==> config.mk <==
export PLATFORM = sky130hd
export DESIGN_NAME = double_ended_queue_with_search_unit
export DESIGN_NICKNAME = d
export VERILOG_FILES = /design/src/deqs_pkg.sv /design/src/deqs_cell.sv /design/src/double_ended_queue_with_search_unit.sv
export SDC_FILE = /design/constraint.sdc
export NUM_CORES = 1
export LEC_CHECK = 0
export BUFFER_PORTS_ARGS = -buffer_cell sky130_fd_sc_hd__buf_2
export CORE_MARGIN = 3
export CORE_UTILIZATION = 39
export DETAILED_ROUTE_END_ITERATION = 6
export SLEW_MARGIN = 5
export SYNTH_ARGS = -nofsm -noshare
export SYNTH_HDL_FRONTEND = slang
export SYNTH_SLANG_ARGS = --single-unit
==> constraint.sdc <==
create_clock -name aclk -period 12.74 [get_ports aclk]
set_input_delay 1.911 -clock aclk [delete_from_list [all_inputs] [get_ports aclk]]
set_output_delay 1.911 -clock aclk [all_outputs]
set_load 0.1 [all_outputs]
==> src/deqs_pkg.sv <==
package deqs_pkg;

    localparam int unsigned DATA_W  = 32;
    localparam int unsigned COUNT_W = 5;

    typedef enum logic [2:0] {
        OP_PUSH_FRONT = 3'd0,
        OP_PUSH_BACK  = 3'd1,
        OP_POP_FRONT  = 3'd2,
        OP_POP_BACK   = 3'd3,
        OP_CONTAINS   = 3'd4,
        OP_REMOVE     = 3'd5,
        OP_PEEK       = 3'd6
    } opcode_t;

    typedef enum logic [1:0] {
        STATUS_OK    = 2'd0,
        STATUS_FULL  = 2'd1,
        STATUS_EMPTY = 2'd2
    } status_t;

    typedef enum logic [2:0] {
        ST_IDLE,
        ST_EXEC,
        ST_SCAN,
        ST_EDIT,
        ST_DONE
    } fsm_state_t;

    typedef enum logic [2:0] {
        CELL_HOLD,
        CELL_SHIFT_RIGHT,
        CELL_SHIFT_LEFT,
        CELL_WRITE_TAIL,
        CELL_MARK,
        CELL_SCAN,
        CELL_REMOVE_AT
    } cell_cmd_t;

    typedef struct packed {
        cell_cmd_t          cmd;
        logic signed [31:0] data;
    } cell_ctl_t;

endpackage

==> src/deqs_cell.sv <==
module deqs_cell #(
    parameter int unsigned CW  = 5,
    parameter int unsigned IDX = 0
) (
    input  logic                aclk,
    input  deqs_pkg::cell_ctl_t ctl,
    input  logic [CW-1:0]       count,
    input  logic signed [31:0]  left_val,
    input  logic                left_seen,
    input  logic signed [31:0]  right_val,
    output logic signed [31:0]  val,
    output logic                seen
);

    logic signed [31:0] value_reg;
    logic signed [31:0] value_next;
    logic               seen_reg;
    logic               seen_next;
    logic               occupied;

    assign occupied = CW'(IDX) < count;

    always_ff @(posedge aclk) begin
        value_reg <= value_next;
        seen_reg  <= seen_next;
    end

    always_comb begin
        value_next = value_reg;
        seen_next  = seen_reg;
        unique case (ctl.cmd)
            deqs_pkg::CELL_HOLD: begin
            end
            deqs_pkg::CELL_SHIFT_RIGHT: begin
                value_next = left_val;
            end
            deqs_pkg::CELL_SHIFT_LEFT: begin
                value_next = right_val;
            end
            deqs_pkg::CELL_WRITE_TAIL: begin
                if (CW'(IDX) == count) begin
                    value_next = ctl.data;
                end
            end
            deqs_pkg::CELL_MARK: begin
                seen_next = occupied && (value_reg == ctl.data);
            end
            deqs_pkg::CELL_SCAN: begin
                seen_next = seen_reg | left_seen;
            end
            deqs_pkg::CELL_REMOVE_AT: begin
                if (seen_reg) begin
                    value_next = right_val;
                end
            end
            default: begin
            end
        endcase
    end

    assign val  = value_reg;
    assign seen = seen_reg;

endmodule

==> src/double_ended_queue_with_search_unit.sv <==
// Pushes, pops and peek pass through the exec and done states before their result is registered.
// Contains and remove on a nonempty queue also pass through the scan and edit states between them:
// the match flags travel one cell per cycle along the chain while in the scan state.
// One item is in work at a time, so a new transfer is taken only after the done state has
// handed the last result to the output registers; a new item is taken while a result waits.
// Synchronous active-low reset empties the queue and clears the handshakes.
module double_ended_queue_with_search_unit #(
    parameter int unsigned DEPTH = 16
) (
    input  logic               aclk,
    input  logic               aresetn,
    input  logic               s_valid,
    output logic               s_ready,
    input  logic [2:0]         s_opcode,
    input  logic signed [31:0] s_data_value,
    output logic               m_valid,
    input  logic               m_ready,
    output logic [1:0]         m_status,
    output logic               m_found,
    output logic signed [31:0] m_front_value,
    output logic signed [31:0] m_back_value,
    output logic [4:0]         m_entry_count,
    output logic               m_is_empty
);

    localparam int unsigned CW = $clog2(DEPTH + 1);
    localparam int unsigned IW = $clog2(DEPTH);

    deqs_pkg::fsm_state_t state_reg, state_next;
    deqs_pkg::opcode_t    op_reg, op_next;
    deqs_pkg::status_t    status_reg, status_next;
    logic signed [31:0]   data_reg, data_next;
    logic [CW-1:0]        count_reg, count_next;
    logic [IW-1:0]        scan_reg, scan_next;
    logic                 found_reg, found_next;

    logic                 m_valid_reg, m_valid_next;
    logic [1:0]           m_status_reg, m_status_next;
    logic                 m_found_reg, m_found_next;
    logic signed [31:0]   m_front_reg, m_front_next;
    logic signed [31:0]   m_back_reg, m_back_next;
    logic [4:0]           m_count_reg, m_count_next;
    logic                 m_empty_reg, m_empty_next;

    deqs_pkg::cell_ctl_t  ctl;
    logic signed [31:0]   cell_val [DEPTH];
    logic                 cell_seen [DEPTH];
    logic [CW-1:0]        tail_pos;

    assign tail_pos = count_reg - CW'(1);

    for (genvar k = 0; k < DEPTH; k++) begin : g_cell
        logic signed [31:0] left_val;
        logic               left_seen;
        logic signed [31:0] right_val;

        if (k == 0) begin : g_head
            assign left_val  = data_reg;
            assign left_seen = 1'b0;
        end else begin : g_body
            assign left_val  = cell_val[k-1];
            assign left_seen = cell_seen[k-1];
        end

        if (k == DEPTH - 1) begin : g_last
            assign right_val = '0;
        end else begin : g_inner
            assign right_val = cell_val[k+1];
        end

        deqs_cell #(
            .CW  (CW),
            .IDX (k)
        ) u_cell (
            .aclk      (aclk),
            .ctl       (ctl),
            .count     (count_reg),
            .left_val  (left_val),
            .left_seen (left_seen),
            .right_val (right_val),
            .val       (cell_val[k]),
            .seen      (cell_seen[k])
        );
    end

    always_ff @(posedge aclk) begin
        if (!aresetn) begin
            state_reg   <= deqs_pkg::ST_IDLE;
            count_reg   <= '0;
            m_valid_reg <= 1'b0;
        end else begin
            state_reg   <= state_next;
            count_reg   <= count_next;
            m_valid_reg <= m_valid_next;
        end
    end

    always_ff @(posedge aclk) begin
        op_reg       <= op_next;
        data_reg     <= data_next;
        status_reg   <= status_next;
        scan_reg     <= scan_next;
        found_reg    <= found_next;
        m_status_reg <= m_status_next;
        m_found_reg  <= m_found_next;
        m_front_reg  <= m_front_next;
        m_back_reg   <= m_back_next;
        m_count_reg  <= m_count_next;
        m_empty_reg  <= m_empty_next;
    end

    always_comb begin
        state_next    = state_reg;
        op_next       = op_reg;
        data_next     = data_reg;
        status_next   = status_reg;
        count_next    = count_reg;
        scan_next     = scan_reg;
        found_next    = found_reg;
        m_valid_next  = m_valid_reg;
        m_status_next = m_status_reg;
        m_found_next  = m_found_reg;
        m_front_next  = m_front_reg;
        m_back_next   = m_back_reg;
        m_count_next  = m_count_reg;
        m_empty_next  = m_empty_reg;
        ctl.cmd       = deqs_pkg::CELL_HOLD;
        ctl.data      = data_reg;
        s_ready       = 1'b0;

        if (m_ready) begin
            m_valid_next = 1'b0;
        end

        unique case (state_reg)
            deqs_pkg::ST_IDLE: begin
                s_ready = 1'b1;
                if (s_valid) begin
                    op_next    = deqs_pkg::opcode_t'(s_opcode);
                    data_next  = s_data_value;
                    state_next = deqs_pkg::ST_EXEC;
                end
            end
            deqs_pkg::ST_EXEC: begin
                status_next = deqs_pkg::STATUS_OK;
                found_next  = 1'b0;
                state_next  = deqs_pkg::ST_DONE;
                unique case (op_reg)
                    deqs_pkg::OP_PUSH_FRONT, deqs_pkg::OP_PUSH_BACK: begin
                        if (count_reg == CW'(DEPTH)) begin
                            status_next = deqs_pkg::STATUS_FULL;
                        end else begin
                            ctl.cmd    = (op_reg == deqs_pkg::OP_PUSH_FRONT) ?
                                         deqs_pkg::CELL_SHIFT_RIGHT :
                                         deqs_pkg::CELL_WRITE_TAIL;
                            count_next = count_reg + CW'(1);
                        end
                    end
                    deqs_pkg::OP_POP_FRONT, deqs_pkg::OP_POP_BACK: begin
                        if (count_reg == '0) begin
                            status_next = deqs_pkg::STATUS_EMPTY;
                        end else begin
                            if (op_reg == deqs_pkg::OP_POP_FRONT) begin
                                ctl.cmd = deqs_pkg::CELL_SHIFT_LEFT;
                            end
                            count_next = tail_pos;
                        end
                    end
                    deqs_pkg::OP_CONTAINS, deqs_pkg::OP_REMOVE: begin
                        if (count_reg == '0) begin
                            status_next = deqs_pkg::STATUS_EMPTY;
                        end else begin
                            ctl.cmd    = deqs_pkg::CELL_MARK;
                            scan_next  = '0;
                            state_next = deqs_pkg::ST_SCAN;
                        end
                    end
                    default: begin
                    end
                endcase
            end
            deqs_pkg::ST_SCAN: begin
                ctl.cmd   = deqs_pkg::CELL_SCAN;
                scan_next = scan_reg + IW'(1);
                if (scan_reg == IW'(DEPTH - 2)) begin
                    state_next = deqs_pkg::ST_EDIT;
                end
            end
            deqs_pkg::ST_EDIT: begin
                found_next = cell_seen[DEPTH-1];
                if (op_reg == deqs_pkg::OP_REMOVE && cell_seen[DEPTH-1]) begin
                    ctl.cmd    = deqs_pkg::CELL_REMOVE_AT;
                    count_next = tail_pos;
                end
                state_next = deqs_pkg::ST_DONE;
            end
            deqs_pkg::ST_DONE: begin
                if (!m_valid_reg || m_ready) begin
                    m_valid_next  = 1'b1;
                    m_status_next = status_reg;
                    m_found_next  = found_reg;
                    m_front_next  = (count_reg != '0) ? cell_val[0] : '0;
                    m_back_next   = (count_reg != '0) ? cell_val[tail_pos[IW-1:0]] : '0;
                    m_count_next  = deqs_pkg::COUNT_W'(count_reg);
                    m_empty_next  = (count_reg == '0);
                    state_next    = deqs_pkg::ST_IDLE;
                end
            end
            default: begin
                state_next = deqs_pkg::ST_IDLE;
            end
        endcase
    end

    assign m_valid       = m_valid_reg;
    assign m_status      = m_status_reg;
    assign m_found       = m_found_reg;
    assign m_front_value = m_front_reg;
    assign m_back_value  = m_back_reg;
    assign m_entry_count = m_count_reg;
    assign m_is_empty    = m_empty_reg;

endmodule

After elaboration in Yosys (flattened, before gate mapping):

Index checks and enable logic that the tools add are counted.

* register bits after elaboration: 652
* bits of input ports: 39
* output and inout port bits: 75
* logic and storage cells: 319

* add/sub/neg operators: 3
* $lt $le $gt $ge: 17
* equal/unequal tests: 89
* multiplexer cells: 96
* bitwise gates (word level): 16
* reductions and logical operators: 52

Operators with widths (count)
* 32-bit one-hot mux with 4 select lines: 16
* 32-bit 2-to-1 mux: 34
* 32-bit equality test: 16
* 32-bit binary-select mux with 4-bit select: 1
* 2-bit by 1-bit inequality test with 1-bit output (second input constant): 31
* 3-bit AND reduction: 18
* 4-bit by 5-bit equality test with 1-bit output (first input constant): 8
* 4-bit by 5-bit < comparator with 1-bit output (first input constant): 8
* 1-bit one-hot mux with 2 select lines: 16
* 3-bit 2-to-1 mux: 7
* 3-bit by 5-bit equality test with 1-bit output (first input constant): 4
* 3-bit by 5-bit < comparator with 1-bit output (first input constant): 4
* 5-bit one-hot mux with 2 select lines: 2
* 3-bit by 2-bit equality test with 1-bit output (second input constant): 6
* 3-bit equality test (second input constant): 6
* 3-bit one-hot mux with 3 select lines: 2
* 1-bit logical AND: 17
* 5-bit 2-to-1 mux: 3
* 1-bit OR: 15
* 3-bit one-hot mux with 5 select lines: 1
* 2-bit inequality test (second input constant): 7
* 2-bit by 5-bit equality test with 1-bit output (first input constant): 2
* 1-bit by 5-bit < comparator with 1-bit output (first input constant): 2
* 2-bit by 5-bit < comparator with 1-bit output (first input constant): 2
* 27 further kinds: 45

Depth between registers and ports, before layout:

Gate-level depths: netlist of run 1.

* depth after elaboration: 8
* gate-level depth with buffers: 15
* depth with buffers taken out: 8

Modules after synthesis:

Synthesis of run 1 repeated with hierarchy kept, for this count alone.

* cell total of the unflattened synthesis: 3686
* area total of the unflattened synthesis: 39915.8 µm²

Modules (own cells, without submodules)
* double_ended_queue_with_search_unit: times used 1, cells each 530, area an instance 8466.9 µm², sequential area each 3633.5 µm²
* deqs_cell at g_cell[13].u_cell ...: times used 2, cells each 197, area an instance 1966.9 µm², sequential area each 991.0 µm²
* deqs_cell at g_cell[5].u_cell ...: times used 2, cells each 197, area an instance 1956.9 µm², sequential area each 991.0 µm²
* deqs_cell at g_cell[12].u_cell ...: times used 2, cells each 197, area an instance 1955.6 µm², sequential area each 991.0 µm²
* deqs_cell at g_cell[15].u_cell: times used 1, cells each 205, area an instance 2001.9 µm², sequential area each 991.0 µm²
* deqs_cell at g_cell[8].u_cell: times used 1, cells each 196, area an instance 1979.4 µm², sequential area each 991.0 µm²
* deqs_cell at g_cell[10].u_cell: times used 1, cells each 198, area an instance 1978.1 µm², sequential area each 991.0 µm²
* deqs_cell at g_cell[11].u_cell: times used 1, cells each 197, area an instance 1974.4 µm², sequential area each 991.0 µm²
* deqs_cell at g_cell[1].u_cell: times used 1, cells each 197, area an instance 1973.1 µm², sequential area each 991.0 µm²
* deqs_cell at g_cell[2].u_cell: times used 1, cells each 198, area an instance 1970.6 µm², sequential area each 991.0 µm²
* deqs_cell at g_cell[0].u_cell: times used 1, cells each 196, area an instance 1961.9 µm², sequential area each 991.0 µm²
* deqs_cell at g_cell[7].u_cell: times used 1, cells each 196, area an instance 1960.6 µm², sequential area each 991.0 µm²
* deqs_cell at g_cell[3].u_cell: times used 1, cells each 196, area an instance 1951.9 µm², sequential area each 991.0 µm²
* deqs_cell at g_cell[14].u_cell: times used 1, cells each 195, area an instance 1938.1 µm², sequential area each 991.0 µm²

Worst setup path before layout of run 1:

Ideal clock, no wire load.

* path kind: register to register
* from: register count_reg[0]
* to: register g_cell[11].u_cell.value_reg[0], enable pin
* setup time: 0.461 ns
* arrival: 5.460 ns
* required time: 12.279 ns
* slack: 6.819 ns
* cell stages (with the launch flop): 14
* buffers on the path: 5
* period minus slack after synthesis: 5.921 ns
* cell sequence: dfxtp_1 > buf_1 > clkbuf_1 > buf_2 > inv_1 > ha_1 > or4b_1 > buf_2 > clkinv_2 > nor3_1 > a21o_1 > o21ai_1 > buf_2 > nor3_1

* cells in the longest elaborated chain, start to end: 7
* elaborated cells on any way between the ends: 16
* classes of those cells: eq/ne: 8; mux: 5; reduce/logical: 3

RTL lines
* from (decl): RTL line double_ended_queue_with_search_unit.sv:33 `logic [CW-1:0] count_reg, count_next;`
* from (signal assigned): RTL line double_ended_queue_with_search_unit.sv:93 `count_reg <= count_next;`
* 5-bit equality test or 5-bit zero test (tied branches): RTL line double_ended_queue_with_search_unit.sv:150, double_ended_queue_with_search_unit.sv:160, double_ended_queue_with_search_unit.sv:170
* 2-bit 2-to-1 mux, or another cell as far along: RTL line double_ended_queue_with_search_unit.sv:150 `if (count_reg == CW'(DEPTH)) begin`
* 3-bit one-hot mux with 3 select lines: RTL line double_ended_queue_with_search_unit.sv:148 `unique case (op_reg)`
* 3-bit one-hot mux with 3 select lines: RTL line double_ended_queue_with_search_unit.sv:135 `unique case (state_reg)`
* 3-bit equality test, or another cell as far along: RTL line deqs_cell.sv:31 `unique case (ctl.cmd)`
* 2-bit by 1-bit inequality test with 1-bit output (no line) or 4-bit nonzero test (tied branches)
* 3-bit AND reduction (no line) (*)
* to (signal assigned): RTL line deqs_cell.sv:24 `value_reg <= value_next;`
* to (decl): RTL line deqs_cell.sv:15 `logic signed [31:0] value_reg;`

Every way passes the cells marked *; elsewhere a longest branch is shown, timed or not.
A chain may end at the register's enable or synchronous reset.

Worst setup path in the final report of run 1:

* from: register count_reg[0]
* to: register g_cell[5].u_cell.value_reg[0], enable pin

* cells in the longest elaborated chain, start to end: 7
* elaborated cells on any way between the ends: 16
* classes of those cells: eq/ne: 8; mux: 5; reduce/logical: 3

RTL lines (RTL line)
* 5-bit equality test or 5-bit zero test (tied branches): double_ended_queue_with_search_unit.sv:150, double_ended_queue_with_search_unit.sv:160, double_ended_queue_with_search_unit.sv:170
* 2-bit 2-to-1 mux, or another cell as far along: double_ended_queue_with_search_unit.sv:150
* 3-bit one-hot mux with 3 select lines: double_ended_queue_with_search_unit.sv:148
* 3-bit one-hot mux with 3 select lines: double_ended_queue_with_search_unit.sv:135
* 3-bit equality test, or another cell as far along: deqs_cell.sv:31
* 2-bit by 1-bit inequality test with 1-bit output (no line) or 4-bit nonzero test (tied branches)
* 3-bit AND reduction (no line) (*)
* to (signal assigned): deqs_cell.sv:24
* to (decl): deqs_cell.sv:15

Marks and branches as above.

==> results by group, run 1 <==
Run status
  – Outcome: finished with violations
  – Failing checks: max-slew violations

Global routing
  – Global routing's busiest layer: met2
  – Total gr overflow: 0
  – GRT Total Usage: 0.311
  – Met2 Use GR: 0.453
  – Initial antenna violation count: 3
  – First-pass GRT wire length: 225000 um
  – Number of global-route vias before repair: 27840
  – GRT met3 Usage: 0.0788
  – Largest net degree at the start of global routing: 244
  – GRT met1 Usage: 0.417

Clocking
  – Clk_lat worst skew: 0.67 ns
  – Clock sinks: 652
  – Clk slew on worst S/H paths: 0.06 ns
  – Setup Fix Bufs, Post-CTS: 0
  – CTS tree: yes
  – Post-CTS Resized: 0
  – Cts bufs inserted: 80
  – Cts hold-fix bufs: 0
  – Max Root-Sink Buffers: 3
  – Root buffer cell: clkbuf_16
  – H-tree depth: 3

Synth
  – Post-synth cell types: 55
  – Most frequent cell after synthesis: edfxtp_1
  – Seq cells post-synth: 652
  – Dominant cell type by area after synthesis: edfxtp_1
  – Ys async rst share: 0
  – Top FF cell, synth: edfxtp_1
  – Area contributors post-synth: edfxtp_1, a2bb2oi_1, mux4_2, xor2_1, nand2_1
  – Post-Synthesis Cells: 3235
  – Post-synth design cell area: 38200 sq um
  – Yosys warns: 0
  – Mapped Nets: 3281
  – Top-area cell type share of the netlist area: 0.506
  – Avg Inst Size Synth: 11.8 sq um
  – Post-synth EDFFs: 643
  – Sequential cell area fraction in the yosys report: 0.510
  – Most frequent cells after synthesis: edfxtp_1, nand2_1, a2bb2oi_1, xor2_1, xnor2_1

Setup path
  – Register-to-register setup slack: 7.02 ns
  – R2R Path Start: count_reg[0]$_SDFFE_PN0P_
  – Worst r2r path cells: 12
  – Worst Path Required: 13.03 ns
  – Worst Path Max Fanout: 36
  – Kind of critical path: flop to flop
  – CP startpoint: count_reg[0]$_SDFFE_PN0P_
  – Setup crit end kind: flop
  – CP endpoint: g_cell[5].u_cell.val[0]$_DFFE_PP_
  – Reg2reg end: g_cell[5].u_cell.val[0]$_DFFE_PP_
  – Critical Path AT: 6.01 ns
  – Nature of the critical path startpoint: flop

Timing
  – Final worst slack: 7.02 ns
  – Skew final: 0.0358 ns
  – Ratio of final minimum period to clock period: 0.449
  – Setup tns final: 0 ns
  – Final setup vio count: 0
  – Slew HR: -0.0183
  – Min Tclk post-route: 5.72 ns
  – Hold Fails Final Rpt: 0
  – RSZ-0062 raised after global routing: false
  – Slew @ Worst Pin: 1.53 ns
  – F_max: 0.175 GHz
  – Max-slew violations: 74
  – WHS: 0.422 ns

Placement
  – Placed Cells: 4414
  – Detailed Place HPWL: 110000 um
  – Place WS: 6.92 ns
  – Port buffer count: 113
  – Final GP Congestion: 1.06

Detailed routing
  – Final WL: 162000 um
  – DRC: 0
  – 1st-pass router iterations: 6
  – Vias/cell: 6.45
  – DR WL/cell: 35.4 um
  – Detailed-route via count: 29454
  – Initial DRC count: 4617
  – Routed Antenna Nets: 0

Die
  – Die W: 319 um
  – Die area: 102000 sq um
  – # IOs: 114
  – FP Rows: 114
  – Core Area: 96900 sq um
  – Initial core utilization: 0.394
  – Chip height: 319 um

Hold path
  – HP Class: flop to flop

Cells and area
  – Reg area: 19500 sq um
  – Nets@finish: 3266
  – Layout area overhead: 11.3%
  – Fin cells: 4563
  – # fillers: 9023
  – Max reg flops: 512
  – Footprint of the multi-input gates: 17600 sq um
  – Share of cells above drive strength 1: 0.150

Power and ir drop
  – Cell internal pwr: 4.12 mW
  – Pwr dens: 139 nW/um^2
  – Post-layout power: 5.89 mW
  – P_leak: 15.3 nW
  – Sequential Power Share: 0.430
  – NetSw: 1.77 mW
  – VDD IR max: 0.0854 mV
  – Switch share: 0.300
  – Clock power share: 0.393
  – Comb power frac: 0.177

Flow run
  – Max-capacitance violation count: 0
[cell type report]
class	instances	area share
tap	1276	0.0376
sequential	652	0.459
clock inverter	39	0.00927
clock buffer	106	0.0506
antenna	4	0.000235
timing repair buffer	189	0.0282
multi-input combinational	2289	0.415
inverter	8	0.000736
[worst max-delay path: stages (launching register included)]
cell and delay (ns):
dfxtp_4 0.74, inv_1 0.29, ha_4 0.25, or4b_2 0.19
buf_4 0.47, clkinv_2 0.56, nor3_1 0.56, a21o_2 0.20
buf_4 0.53, o21ai_2 0.12, buf_4 0.27, nor2_4 0.61
buf_4 0.52
[power by group through the flow]
stage,sequential [mW],clock [mW],combinational [mW]
after floorplan,2.60,0,0.580
after global placement,2.57,0,1.02
after detailed placement,2.57,0,1.02
after CTS,2.53,2.33,1.02
after global routing,2.54,2.42,1.07
final,2.53,2.31,1.04
[worst min path at each step]
| stage | from | slack [ns] | to | depth (start not counted) |
|---|---|---|---|---|
| floorplan | found_reg$_DFFE_PP_ | 0.40 | m_found$_DFFE_PP_ | 0 |
| global placement | status_reg[0]$_DFFE_PP_ | 0.40 | m_status[0]$_DFFE_PP_ | 0 |
| detailed placement | status_reg[0]$_DFFE_PP_ | 0.41 | m_status[0]$_DFFE_PP_ | 0 |
| CTS | status_reg[0]$_DFFE_PP_ | 0.42 | m_status[0]$_DFFE_PP_ | 0 |
| global route | status_reg[1]$_DFFE_PP_ | 0.42 | m_status[1]$_DFFE_PP_ | 0 |
| finish | status_reg[1]$_DFFE_PP_ | 0.42 | m_status[1]$_DFFE_PP_ | 0 |
[through the flow]
| stage | area (sq um) | util |
|---|---|---|
| 2_1_floorplan | 38200 | - |
| 3_3_place_gp | 39900 | 0.412 |
| 3_5_place_dp | 39900 | 0.412 |
| 4_1_cts | 42500 | 0.439 |
| 5_1_grt | 42500 | 0.439 |
| 6_report | 42500 | 0.439 |
[layout by cell type (no fill, tap or decap), types with 5 or more instances in the layout]
cell type and instances:
nand2_1 620, clkinv_1 16, xnor2_1 211, mux4_2 128, nor3_1 19, ha_1 6, mux2i_1 35, edfxtp_1 643
nand4_1 70, a211oi_1 65, nand2b_1 6, buf_2 113, xor2_1 305, buf_12 5, nor2_4 9, bufinv_16 8
or4_1 5, clkbuf_1 23, a21oi_1 13, a2bb2oi_1 448, inv_1 6, o21ai_0 32, nor3_2 8, and2_1 66
nand3_1 47, clkinv_2 13, dfxtp_1 8, buf_4 71, o21ai_2 31, nor2_1 32, o22ai_1 7, nor4_1 79
clkbuf_16 82, a31oi_1 7
[cells by family (layout without fill, tap and decap cells)]
logic type,count (synthesis),count (layout),share of synthesized area
multiplexers,163,163,0.0847
AO/OA/AOI/OAI,621,621,0.135
other,0,4,0
AND/OR/NAND/NOR,980,980,0.116
flip-flops,652,652,0.510
XOR/XNOR,518,518,0.119
adder cells (fa/ha/maj),7,7,0.00229
buffers and inverters,294,342,0.0332
[routing by layer]
layer / routed length (um) / up-vias
li1: - / 12155
met1: 61800 / 14974
met2: 69700 / 1964
met3: 18700 / 361
met4: 11500 / 0
met5: 0 / -
Power figures use the tool's default switching activity.
==> run 2, diff against run 1 <==
==> constraint.sdc (replaced) <==
create_clock -name aclk -period 4.9 [get_ports aclk]
set_input_delay 0.735 -clock aclk [delete_from_list [all_inputs] [get_ports aclk]]
set_output_delay 0.735 -clock aclk [all_outputs]
set_load 0.1 [all_outputs]
==> run 2 against run 1 <==
The run now ends clean. Maximum frequency up 53%. Routed wire length is 1.9% higher. Sequential power rose to 2.6 times the previous value. Critical path depth is 1 lower. Worst hold slack lost 0.17 ns. Combinational power grew to 2.7 times the previous value. Cell count rose by 0.28%. Via count increased by 1.0%. First-iteration DRC count grew 5.1%. Register-to-register slack got worse by 5.9 ns. Clock skew is 0.0065 ns higher. Core utilization increased by 0.13 points. Largest power group unchanged. Highest routed layer is now met5.
==> results by group, run 2 (synthesis gave the netlist of run 1 again) <==
Placement
  – Detailed Place HPWL: 113000 um (was 110000 um)
  – Port buffer count: 113 (unchanged)
  – Placed cell area: 40200 sq um (was 39900 sq um)
  – Final GP Congestion: 1.12 (was 1.06)

Timing
  – Min Tclk post-route: 3.73 ns (was 5.72 ns)
  – Hold Fails Final Rpt: 0 (unchanged)
  – Final setup vio count: 0 (unchanged)
  – Setup tns final: 0 ns (unchanged)
  – WHS: 0.249 ns (was 0.422 ns)
  – F_max: 0.268 GHz (was 0.175 GHz)
  – Max-slew violations: 0 (was 74)
  – Slew HR: 0.0606 (was -0.0183)
  – RSZ-0062 raised after global routing: false (unchanged)
  – Slew @ Worst Pin: 1.41 ns (was 1.53 ns)
  – Ratio of final minimum period to clock period: 0.761 (was 0.449)
  – Skew final: 0.0422 ns (was 0.0358 ns)

Detailed routing
  – Initial DRC count: 4854 (was 4617)
  – Routed Antenna Nets: 0 (unchanged)
  – Vias/cell: 6.50 (was 6.45)
  – DRC: 0 (unchanged)
  – Final WL: 165000 um (was 162000 um)
  – Detailed-route via count: 29758 (was 29454)
  – DR WL/cell: 36.0 um (was 35.4 um)
  – 1st-pass router iterations: 5 (was 6)

Power and ir drop
  – Switch share: 0.305 (was 0.300)
  – NetSw: 4.60 mW (was 1.77 mW)
  – Cell internal pwr: 10.5 mW (was 4.12 mW)
  – P_leak: 15.4 nW (was 15.3 nW)
  – Sequential Power Share: 0.438 (was 0.430)
  – Clock power share: 0.379 (was 0.393)
  – Comb power frac: 0.183 (was 0.177)
  – VDD IR max: 0.242 mV (was 0.0854 mV)
  – Pwr dens: 353 nW/um^2 (was 139 nW/um^2)

Setup path
  – Nature of the critical path startpoint: flop (unchanged)
  – Cells along the critical path: buf_4, inv_1, ha_4, or4b_2, clkinv_2, nor2_1, o21ai_4, buf_4, nand2_8, buf_4, a2bb2oi_1 (was inv_1, ha_4, or4b_2, buf_4, clkinv_2, nor3_1, a21o_2, buf_4, o21ai_2, buf_4, nor2_4, buf_4)
  – Max incr delay on CP: 0.63 ns (was 0.74 ns)
  – Worst Path Max Fanout: 89 (was 36)
  – Worst Path Required: 5.28 ns (was 13.03 ns)
  – Kind of critical path: flop to flop (unchanged)
  – Most used cell, CP: buf_4 (unchanged)
  – Cell family with most CP delay: buffers and inverters (unchanged)
  – Setup crit end kind: flop (unchanged)
  – Buf+Inv Stages, Crit Path: 5 (was 6)
  – Slowest CP cell: or4b_2 (was dfxtp_4)
  – Critical Path AT: 4.11 ns (was 6.01 ns)

Cells and area
  – Reg area: 19500 sq um (unchanged)
  – Max reg flops: 512 (unchanged)
  – Nets@finish: 3282 (was 3266)
  – Layout area overhead: 11.7% (was 11.3%)
  – Footprint of the multi-input gates: 17600 sq um (about the same)
  – Share of cells above drive strength 1: 0.154 (was 0.150)
  – Post-route core utilization: 0.440 (was 0.439)
  – Commonest non-fill, non-tap cell in the layout: edfxtp_1 (unchanged)
  – # fillers: 8994 (was 9023)
  – Commonest non-fill, non-tap cells in the layout: edfxtp_1, nand2_1, a2bb2oi_1 (unchanged)
  – Fin area: 42600 sq um (was 42500 sq um)

Hold path
  – HP Class: primary input to flop (was flop to flop)

Clocking
  – Setup Fix Bufs, Post-CTS: 0 (unchanged)
  – CTS tree: yes (unchanged)
  – Max Root-Sink Buffers: 3 (unchanged)
  – Post-CTS Resized: 0 (unchanged)
  – Root buffer cell: clkbuf_16 (unchanged)
  – Clk_lat worst skew: 0.68 ns (was 0.67 ns)
  – Cts hold-fix bufs: 0 (unchanged)
  – Clk slew on worst S/H paths: 0.06 ns (about the same)
  – H-tree depth: 3 (unchanged)
  – Clock sinks: 652 (unchanged)
  – Cts bufs inserted: 79 (was 80)

Die
  – Die W: 319 um (unchanged)
  – # IOs: 114 (unchanged)
  – FP Rows: 114 (unchanged)
  – Core Area: 96900 sq um (unchanged)
  – Initial core utilization: 0.394 (unchanged)
  – Die area: 102000 sq um (unchanged)
  – Chip height: 319 um (unchanged)

Global routing
  – Total gr overflow: 0 (unchanged)
  – Largest net degree at the start of global routing: 179 (was 244)
  – Number of global-route vias before repair: 27552 (was 27840)
  – GRT Total Usage: 0.317 (was 0.311)
  – First-pass GRT wire length: 229000 um (was 225000 um)
  – Initial antenna violation count: 9 (was 3)

Run status
  – Outcome: finished, final reports clean (was finished with violations)

Flow run
  – Max-capacitance violation count: 0 (unchanged)
run 2: layer usage:
| metal | wire length, um | vias up | global-route usage |
|---|---|---|---|
| met4 | 11800 | 10 | 0.193 |
| met5 | 65 | - | 0 |
| met2 | 70600 | 2089 | 0.455 |
| li1 | - | 12181 | - |
| met1 | 63400 | 15112 | 0.432 |
| met3 | 18900 | 366 | 0.0781 |
run 2: worst register-to-register path, cell delays in order (launching register included):
cell and delay [ns]:
dfxtp_1 0.30, buf_4 0.20, inv_1 0.18, ha_4 0.19
or4b_2 0.63, clkinv_2 0.09, nor2_1 0.08, o21ai_4 0.37
buf_4 0.46, nand2_8 0.15, buf_4 0.48, a2bb2oi_1 0.32
run 2: through the flow:
stage	cells	setup slack, ns	power (mW)
finish	4576	1.17	15.1
CTS	4572	1.22	15.1
floorplan	3235	-0.847	8.26
global placement	4431	1.30	9.38
detailed placement	4431	1.23	9.39
global route	4572	1.10	15.4
run 2: worst paths after layout:
check / start / to / slack, ns / cells past startpoint
worst max-delay path: count_reg[1]$_SDFFE_PN0P_ / g_cell[4].u_cell.val[2]$_DFFE_PP_ / 1.17 / 11
worst min register to register: found_reg$_DFFE_PP_ / m_found$_DFFE_PP_ / 0.42 / 0
worst min-delay path: s_data_value[5] / data_reg[5]$_DFFE_PP_ / 0.25 / 1
worst max register to register: count_reg[1]$_SDFFE_PN0P_ / g_cell[4].u_cell.val[2]$_DFFE_PP_ / 1.17 / 11
run 2: final cells by class:
type	instances	share of cell area
Timing Repair Buffer	206	0.0340
Multi-Input combinational cell	2289	0.414
Tap cell	1276	0.0374
Sequential cell	652	0.457
Antenna cell	4	0.000235
Clock buffer	108	0.0514
Inverter	8	0.000734
Clock inverter	33	0.00508
run 2: power groups by stage:
| stage | clock, mW | sequential (mW) | combinational, mW |
|---|---|---|---|
| global placement | 0 | 6.71 | 2.67 |
| global route | 5.99 | 6.62 | 2.82 |
| finish | 5.72 | 6.60 | 2.76 |
| detailed placement | 0 | 6.71 | 2.68 |
| CTS | 5.77 | 6.59 | 2.69 |
| floorplan | 0 | 6.75 | 1.51 |
